--- src/rtl/core/gccc_pkg.sv ---
// Shared constants and types of the grid coast cell counter.
package gccc_pkg;

  localparam int CHAR_W  = 8;
  localparam int CFG_W   = 11;
  localparam int COUNT_W = 21;
  localparam int PADDR_W = 3;
  localparam int PDATA_W = 32;

  localparam int MAX_COLS_DEF = 1024;
  localparam int MAX_ROWS_DEF = 1024;

  localparam logic [CHAR_W-1:0] CHAR_LAND = 8'h23;  // '#'
  localparam logic [CHAR_W-1:0] CHAR_SEA  = 8'h2E;  // '.'

  typedef enum logic [1:0] {
    CLS_NONE = 2'd0,
    CLS_SEA  = 2'd1,
    CLS_LAND = 2'd2
  } cls_t;

  // Cell tag: class plus a mark that a land cell is already counted.
  typedef struct packed {
    logic done;
    cls_t cls;
  } tag_t;

  // Per-item command to the line of cells.
  typedef struct packed {
    logic shift;
    tag_t tag;
  } line_ctl_t;

  typedef enum logic [0:0] {
    REG_ROW_COUNT = 1'b0,
    REG_COL_COUNT = 1'b1
  } reg_idx_t;

endpackage

--- src/rtl/core/gccc_if.sv ---
// Item channels of the grid coast cell counter: map cells in, totals out.
interface gccc_pix_if import gccc_pkg::*; ();
  logic              valid;
  logic              ready;
  logic [CHAR_W-1:0] cell_char;

  modport source (output valid, output cell_char, input ready);
  modport sink   (input valid, input cell_char, output ready);
endinterface

interface gccc_cnt_if import gccc_pkg::*; ();
  logic               valid;
  logic               ready;
  logic [COUNT_W-1:0] coast_count;

  modport source (output valid, output coast_count, input ready);
  modport sink   (input valid, input coast_count, output ready);
endinterface

--- src/rtl/core/gccc_cell.sv ---
// One cell of the line store: holds one tag, takes the new tag or its neighbor's.
module gccc_cell import gccc_pkg::*; (
  input  logic      clk,
  input  line_ctl_t ctl,
  input  logic      ins,
  input  tag_t      nbr,
  output tag_t      tag
);

  always_ff @(posedge clk) begin
    if (ctl.shift) begin
      tag <= ins ? ctl.tag : nbr;
    end
  end

endmodule

--- src/rtl/core/gccc_line.sv ---
// Line of cells holding the previous row; the head cell gives the tag above.
module gccc_line import gccc_pkg::*; #(
  parameter int N_CELLS = MAX_COLS_DEF - 1,
  parameter int IW      = $clog2(MAX_COLS_DEF)
) (
  input  logic          clk,
  input  line_ctl_t     ctl,
  input  logic [IW-1:0] ins_at,
  output tag_t          head
);

  tag_t chain [N_CELLS+1];

  assign chain[N_CELLS] = ctl.tag;
  assign head           = chain[0];

  // Enter the new tag at ins_at, advance everything below it toward the head.
  for (genvar i = 0; i < N_CELLS; i++) begin : g_cell
    gccc_cell u_cell (
      .clk (clk),
      .ctl (ctl),
      .ins (ins_at == IW'(i)),
      .nbr (chain[i+1]),
      .tag (chain[i])
    );
  end

endmodule

--- src/rtl/core/grid_coast_cell_counter.sv ---
// Top level of the grid coast cell counter: classify, count, line store, APB registers.
// Throughput: one map cell per cycle with no bubbles between rows or maps; the only stall
// holds a map's last cell while the previous total still waits to be taken.
// The total is registered and shows on the output in the cycle after the map's last cell is accepted.
// Each cell is resolved in its accept cycle against the left tag register and the head of
// a line of MAX_COLS-1 tag cells that advances one step per accepted cell.
// Reset clears positions, the running count and the output valid, and sets both size
// registers to 1; the line of cells is not cleared, row 0 of every map fills it first.
module grid_coast_cell_counter import gccc_pkg::*; #(
  parameter int MAX_COLS = MAX_COLS_DEF,
  parameter int MAX_ROWS = MAX_ROWS_DEF
) (
  input  logic               clk,
  input  logic               rst,
  input  logic               psel,
  input  logic               penable,
  input  logic               pwrite,
  input  logic [PADDR_W-1:0] paddr,
  input  logic [PDATA_W-1:0] pwdata,
  output logic [PDATA_W-1:0] prdata,
  output logic               pready,
  gccc_pix_if.sink           pixel,
  gccc_cnt_if.source         total
);

  localparam int CW = $clog2(MAX_COLS);
  localparam int RW = $clog2(MAX_ROWS);

  // Map size registers and the effective sizes after clamping.
  logic [CFG_W-1:0] row_count;
  logic [CFG_W-1:0] col_count;
  logic [RW:0]      rows_eff;
  logic [CW:0]      cols_eff;

  // Scan position and per-map state.
  logic [CW-1:0]      col_index;
  logic [RW-1:0]      row_index;
  tag_t               prev_tag;
  logic [COUNT_W-1:0] running_count;
  logic [COUNT_W-1:0] running_count_next;
  logic               out_valid;

  logic     cfg_wr;
  reg_idx_t reg_idx;
  logic     accept;
  logic     last_col;
  logic     last_row;
  logic     at_last;
  logic     have_up;
  logic     have_left;
  cls_t     cur_cls;
  tag_t     left_tag;
  tag_t     up_tag;
  tag_t     head_tag;
  tag_t     cur_tag;
  logic     land_hit;
  logic     left_hit;
  logic     up_hit;
  logic [1:0]         inc;
  logic [COUNT_W:0]   sum;
  line_ctl_t          line_ctl;
  logic [CW-1:0]      ins_at;

  // ---------------------------------------------------------------------------
  // Configuration port: every write lands at the access cycle, pready tied high.
  // ---------------------------------------------------------------------------
  assign pready  = 1'b1;
  assign cfg_wr  = psel && penable && pwrite;
  assign reg_idx = reg_idx_t'(paddr[2]);

  always_comb begin
    unique case (reg_idx)
      REG_ROW_COUNT: prdata = PDATA_W'(row_count);
      REG_COL_COUNT: prdata = PDATA_W'(col_count);
      default:       prdata = '0;
    endcase
  end

  // Zero acts as one, anything above the maximum acts as the maximum.
  always_comb begin
    if (row_count == '0) begin
      rows_eff = (RW+1)'(1);
    end else if (32'(row_count) > 32'(MAX_ROWS)) begin
      rows_eff = (RW+1)'(MAX_ROWS);
    end else begin
      rows_eff = (RW+1)'(row_count);
    end
    if (col_count == '0) begin
      cols_eff = (CW+1)'(1);
    end else if (32'(col_count) > 32'(MAX_COLS)) begin
      cols_eff = (CW+1)'(MAX_COLS);
    end else begin
      cols_eff = (CW+1)'(col_count);
    end
  end

  // ---------------------------------------------------------------------------
  // Handshake: hold the input only when the map's last cell would need an output
  // register that is still full.
  // ---------------------------------------------------------------------------
  assign last_col    = (({1'b0, col_index} + (CW+1)'(1)) == cols_eff);
  assign last_row    = (({1'b0, row_index} + (RW+1)'(1)) == rows_eff);
  assign at_last     = last_col && last_row;
  assign pixel.ready = !at_last || !out_valid || total.ready;
  assign accept      = pixel.valid && pixel.ready;
  assign total.valid = out_valid;

  // ---------------------------------------------------------------------------
  // Neighbor resolution. The tag above comes from the head of the line; with a
  // single column the cell above is simply the previous cell.
  // ---------------------------------------------------------------------------
  assign have_up   = (row_index != '0);
  assign have_left = (col_index != '0);

  always_comb begin
    case (pixel.cell_char)
      CHAR_LAND: cur_cls = CLS_LAND;
      CHAR_SEA:  cur_cls = CLS_SEA;
      default:   cur_cls = CLS_NONE;
    endcase
  end

  assign left_tag = have_left ? prev_tag : tag_t'('0);
  assign up_tag   = (cols_eff == (CW+1)'(1)) ? prev_tag : head_tag;

  // Land next to sea counts itself; sea counts open land on its left and above.
  assign land_hit = (cur_cls == CLS_LAND) &&
                    ((have_left && left_tag.cls == CLS_SEA) ||
                     (have_up && up_tag.cls == CLS_SEA));
  assign left_hit = (cur_cls == CLS_SEA) && have_left &&
                    (left_tag.cls == CLS_LAND) && !left_tag.done;
  assign up_hit   = (cur_cls == CLS_SEA) && have_up &&
                    (up_tag.cls == CLS_LAND) && !up_tag.done;

  assign cur_tag = '{done: land_hit, cls: cur_cls};

  assign inc = {1'b0, land_hit} + {1'b0, left_hit} + {1'b0, up_hit};
  assign sum = {1'b0, running_count} + (COUNT_W+1)'(inc);
  assign running_count_next = sum[COUNT_W] ? '1 : sum[COUNT_W-1:0];

  // ---------------------------------------------------------------------------
  // Line store. The previous cell's tag is final once this cell is seen, so it
  // enters the line now; entering at cols-2 puts it at the head one row later.
  // ---------------------------------------------------------------------------
  assign line_ctl.shift    = accept;
  assign line_ctl.tag.done = prev_tag.done | left_hit;
  assign line_ctl.tag.cls  = prev_tag.cls;
  assign ins_at            = CW'(cols_eff - (CW+1)'(2));

  gccc_line #(
    .N_CELLS (MAX_COLS - 1),
    .IW      (CW)
  ) u_line (
    .clk    (clk),
    .ctl    (line_ctl),
    .ins_at (ins_at),
    .head   (head_tag)
  );

  // ---------------------------------------------------------------------------
  // Position, running count and size registers. A size write abandons the map.
  // ---------------------------------------------------------------------------
  always_ff @(posedge clk) begin
    if (rst) begin
      row_count     <= CFG_W'(1);
      col_count     <= CFG_W'(1);
      col_index     <= '0;
      row_index     <= '0;
      prev_tag      <= '0;
      running_count <= '0;
    end else if (cfg_wr) begin
      unique case (reg_idx)
        REG_ROW_COUNT: row_count <= pwdata[CFG_W-1:0];
        REG_COL_COUNT: col_count <= pwdata[CFG_W-1:0];
        default: ;
      endcase
      col_index     <= '0;
      row_index     <= '0;
      prev_tag      <= '0;
      running_count <= '0;
    end else if (accept) begin
      prev_tag <= cur_tag;
      if (last_col) begin
        col_index <= '0;
        if (last_row) begin
          row_index     <= '0;
          running_count <= '0;
        end else begin
          row_index     <= row_index + RW'(1);
          running_count <= running_count_next;
        end
      end else begin
        col_index     <= col_index + CW'(1);
        running_count <= running_count_next;
      end
    end
  end

  // Output register: load the total on the last cell, drop valid once taken.
  always_ff @(posedge clk) begin
    if (rst) begin
      out_valid <= 1'b0;
    end else if (accept && at_last) begin
      out_valid <= 1'b1;
    end else if (total.ready) begin
      out_valid <= 1'b0;
    end
  end

  always_ff @(posedge clk) begin
    if (accept && at_last) begin
      total.coast_count <= running_count_next;
    end
  end

  // ---------------------------------------------------------------------------
  // Checks
  // ---------------------------------------------------------------------------
  a_last_gives_total: assert property (@(posedge clk) disable iff (rst)
    accept && at_last |=> total.valid)
    else $error("last cell of a map did not raise a total");

  a_count_restarts: assert property (@(posedge clk) disable iff (rst)
    accept && at_last |=> running_count == '0)
    else $error("running count not cleared after a map");

  a_col_in_range: assert property (@(posedge clk) disable iff (rst)
    ({1'b0, col_index} < cols_eff) && ({1'b0, row_index} < rows_eff))
    else $error("scan position outside the map");

  a_hold_on_full: assert property (@(posedge clk) disable iff (rst)
    at_last && total.valid && !total.ready |-> !pixel.ready)
    else $error("last cell taken while the total is still pending");

  a_cfg_restart: assert property (@(posedge clk) disable iff (rst)
    cfg_wr |=> col_index == '0 && row_index == '0 && running_count == '0)
    else $error("size write did not restart the map");

endmodule
--- src/flat_wrapper.sv ---
// flat-port wrapper written by rule: the top's interface ports become plain ports
module grid_coast_cell_counter_flat import gccc_pkg::*;
#(
  parameter int MAX_COLS = MAX_COLS_DEF,
  parameter int MAX_ROWS = MAX_ROWS_DEF
)
  (clk, rst, psel, penable, pwrite, paddr, pwdata, prdata, pready, pixel_valid, pixel_cell_char, pixel_ready, total_valid, total_coast_count, total_ready);
  gccc_pix_if pixel_i ();
  gccc_cnt_if total_i ();
  input  logic clk;
  input  logic rst;
  input  logic psel;
  input  logic penable;
  input  logic pwrite;
  input  logic [PADDR_W-1:0] paddr;
  input  logic [PDATA_W-1:0] pwdata;
  output logic [PDATA_W-1:0] prdata;
  output logic pready;
  input wire logic [$bits(pixel_i.valid)-1:0] pixel_valid;
  input wire logic [$bits(pixel_i.cell_char)-1:0] pixel_cell_char;
  output wire logic [$bits(pixel_i.ready)-1:0] pixel_ready;
  output wire logic [$bits(total_i.valid)-1:0] total_valid;
  output wire logic [$bits(total_i.coast_count)-1:0] total_coast_count;
  input wire logic [$bits(total_i.ready)-1:0] total_ready;
  assign pixel_i.valid = pixel_valid;
  assign pixel_i.cell_char = pixel_cell_char;
  assign pixel_ready = pixel_i.ready;
  assign total_valid = total_i.valid;
  assign total_coast_count = total_i.coast_count;
  assign total_i.ready = total_ready;
  grid_coast_cell_counter #(.MAX_COLS(MAX_COLS), .MAX_ROWS(MAX_ROWS)) u_core (.clk(clk), .rst(rst), .psel(psel), .penable(penable), .pwrite(pwrite), .paddr(paddr), .pwdata(pwdata), .prdata(prdata), .pready(pready), .pixel(pixel_i), .total(total_i));
endmodule
--- config.mk ---
export PLATFORM = sky130hd
export DESIGN_NAME = grid_coast_cell_counter_flat
export DESIGN_NICKNAME = d
export VERILOG_FILES = /design/src/rtl/core/gccc_pkg.sv /design/src/rtl/core/gccc_if.sv /design/src/rtl/core/gccc_cell.sv /design/src/rtl/core/gccc_line.sv /design/src/rtl/core/grid_coast_cell_counter.sv /design/src/flat_wrapper.sv
export SDC_FILE = /design/constraint.sdc
export NUM_CORES = 2
export LEC_CHECK = 0
export BUFFER_PORTS_ARGS = -buffer_cell sky130_fd_sc_hd__buf_4
export CAP_MARGIN = 10
export CELL_PAD_IN_SITES_DETAIL_PLACEMENT = 0
export CELL_PAD_IN_SITES_GLOBAL_PLACEMENT = 1
export CORE_UTILIZATION = 59
export CTS_CLUSTER_SIZE = 40
export DETAILED_ROUTE_END_ITERATION = 8
export MAX_ROUTING_LAYER = met4
export PLACE_DENSITY_LB_ADDON = 0.1
export SYNTH_ARGS = -nofsm -noshare
export SYNTH_HDL_FRONTEND = slang
export SYNTH_SLANG_ARGS = --single-unit
--- constraint.sdc ---
create_clock -name clk -period 115.8 [get_ports clk]
set_clock_uncertainty 0.15 [all_clocks]
set_input_delay 17.37 -clock clk [delete_from_list [all_inputs] [get_ports clk]]
set_output_delay 17.37 -clock clk [all_outputs]
set_load 0.005 [all_outputs]
==> results.md <==
- Port Buffers: 60
- Mapped cell area: approximately 140000 um^2
- F_max: 28.00 MHz
- Die ar.: 238200 um^2
- Post-synth ARST share: 0%
- Commonest cells post-synth: edfxtp_1 (3090), mux2_2 (3013), nand2_1 (779)
- Area contributors post-synth: edfxtp_1 (67%), mux2_2 (24%), nand2_1 (2.1%), clkbuf_1 (1.2%), nor2_1 (1.2%)
- H-tree Lvls: 5
- Worst-Margin Slew: about 1.3 ns
- Nets: about 8500
- Area Overhead vs Synth: 9.944%
- Kind of end point of the critical path: primary output
- Number of global-route vias before repair: around 73000
- GP Congestion: 0.8014
- Setup TNS: 0 ns
- Main flop type after synthesis: edfxtp_1
- PD cells: ~17 nW/um^2
- Max IR drop VDD: 0.01594 mV
- Area share of the largest cell type after synthesis: 66.58%
- Synth area leader: edfxtp_1
- Cts repair resizes: 0
- First-pass GRT wire length: 448700 um
- Worst setup SP type: input pin
- Count of flip-flops with a built-in enable after synthesis: 3090
- Die width: 488.0 um
- Critical path origin: total_ready
- Sequential cell area fraction in the yosys report: about 68%
- Global route overflow: 0
- Distinct cell type count after synthesis: 85
- Total core area: roughly 230000 um^2
- Multi-input gate area: 43010 um^2
- Final WL: 293400 um
- Required @ worst endpoint: 98.28 ns
- Placement Setup Slack: between 80 and 90 ns
- Clock transition at the registers of the reported paths: 0.06 ns
- Vias: 71582
- Register area: 94140 um^2
- Post-CTS Setup Inserts: 0
- Seq cells post-synth: 3157
- Die Span Y: 488.0 um
- Hold Path Class: reg2reg
- DRC Markers: 0
- TritonCTS buffer count: between 300 and 400
- Routed Antenna Nets: 0
- Most common cell in the netlist: edfxtp_1
- Post-Syn Area per Cell: 16.38 um^2
- Rel. slew slack: roughly 15%
- R2R cell count: 14
- Mapped Cells: 8511
- Vias per std cell: 6.025
- Ys Warns: 0
- Final Cell Area: 153200 um^2
- Clk_lat worst skew: 0.95 ns
- Clock Sinks: 3157
- Hold_buf cts: 0
- Hold_sp: u_core.row_count[0]
- Setup-failing EPs final: 0
- GRT Total Usage: between 20% and 30%
- Status: completed
- RR Startpoint: u_core.col_count[2]
- Post-Place Cell Area: 142700 um^2
- Max Buffers Root-to-Sink: 4
- Worst Path Max Fanout: 5
- CTS root buffer: clkbuf_16
- Fin. Hold Viols: 0
- Worst Path Arrival: approximately 18 ns
- First-pass DRT Iterations: 7
- HPWL after detailed placement: roughly 150000 um
- # fillers: 16430
- Tcrit/Tclk final: a little under a third
- Hold EP: u_core.row_count[0]
- Drt wl/cell: 24.69 um
- Share of layout cells above drive strength 1: 43.75%
- Worst Setup Slack, final: 80.08 ns
- FF-to-FF setup slack: 106.57 ns
- Critical path class: in2out
- Initial antenna violation count: 6
- Worst Hold Margin: ~0.33 ns
- FP Rows: 178
- DRT iter0 DRCs: 5977
- Tmin final: 35.72 ns
- R2r endpoint: u_core.u_line.g_cell[428].u_cell.tag[2]
- Max cap viols: 0
- Initial Utilization: between 50% and 60%
- P_leak: 51.27 nW
- I/O pin count: 106
- Max-slew violations: 0
- CTS tree: built
- Largest net degree at the start of global routing: 218
- Hold depth: 2
- RSZ-0062 raised after global routing: no
cell type report:
cell class | count | share of cell area [%]
sequential | 3157 | 61.44
multi-input combinational | 4769 | 28.07
clock buffer | 422 | 5.823
tap | 3150 | 2.572
clock inverter | 168 | 1.030
timing repair buffer | 184 | 0.9913
inverter | 27 | 0.07594
antenna | 3 | 0.004899
where the power goes:
part           switching, mW  leakage, nW  internal [mW]
clock                  0.435         5.13          0.609
sequential            0.0249         30.7           1.38
combinational         0.0815         15.4         0.0689
cell usage in the layout, fill, tap and decap left out, drive strengths merged, types with 18 or more instances in the layout:
master | synthesis | final
nand3 | 36 | 36
buf | 128 | 184
inv | 27 | 33
edfxtp | 3090 | 3090
nand2 | 800 | 800
clkbuf | 450 | 422
xnor2 | 19 | 19
o21ai | 21 | 21
conb | 2 | 22
clkinv | 0 | 124
nor3 | 40 | 40
and3 | 21 | 21
a21oi | 60 | 60
nor2 | 440 | 440
nand2b | 20 | 20
bufinv | 0 | 29
and2 | 18 | 18
dfxtp | 67 | 67
mux2 | 3064 | 3064
stage by stage:
step | total power, mW | util (%) | std cells
2_1_floorplan | 1.640 | - | 8531
3_3_place_gp | 1.569 | 60.74 | 11287
3_5_place_dp | 1.574 | 60.74 | 11287
4_1_cts | 2.618 | 65.21 | 11877
5_1_grt | 2.677 | 65.21 | 11878
6_report | 2.596 | 65.21 | 11880
flip-flops by register name, indices dropped and copies added, names as in the netlist, 2 cells and up:
name                             count
u_core.col_count                    11
u_core.running_count                21
u_core.row_index                    10
u_core.col_index                    10
u_core.line_ctl                      2
u_core.row_count                    11
u_core.u_line.g_cell.u_cell.tag   3069
u_core.total.coast_count            21
worst max-delay path by stage:
stage	endpoint	slack (ns)	cells after the start
2_1_floorplan	u_core.col_index[9]	61.65	4
3_3_place_gp	pixel_ready	80.07	4
3_5_place_dp	pixel_ready	80.07	4
4_1_cts	pixel_ready	80.06	4
5_1_grt	pixel_ready	80.01	4
6_report	pixel_ready	80.08	4
routing by layer:
layer | GRT usage, % | routed length (um) | vias up
met5 | - | 0 | -
met4 | 6.400 | 6886 | 0
met3 | 3.007 | 12180 | 466
met2 | 40.62 | 143500 | 1429
met1 | 34.89 | 130800 | 37334
li1 | - | - | 32353
worst max-delay path: stages:
cell,delay [ns]
buf_4,0.11
nor2b_1,0.43
nand3_1,0.14
buf_4,0.16
logic make-up (layout without fill, tap and decap cells):
family / count (synthesis) / count (layout) / share of synthesized area, %
xor+xnor: 32 / 32 / 0.2208
compound gates: 172 / 172 / 0.8637
flops: 3157 / 3157 / 67.54
mux: 3074 / 3074 / 24.93
other cells: 2 / 25 / 0.005389
buf+inv: 605 / 801 / 1.830
simple gates: 1460 / 1460 / 4.524
fa+ha+maj: 9 / 9 / 0.09157
Note: power is estimated with default switching activity, not from simulation.
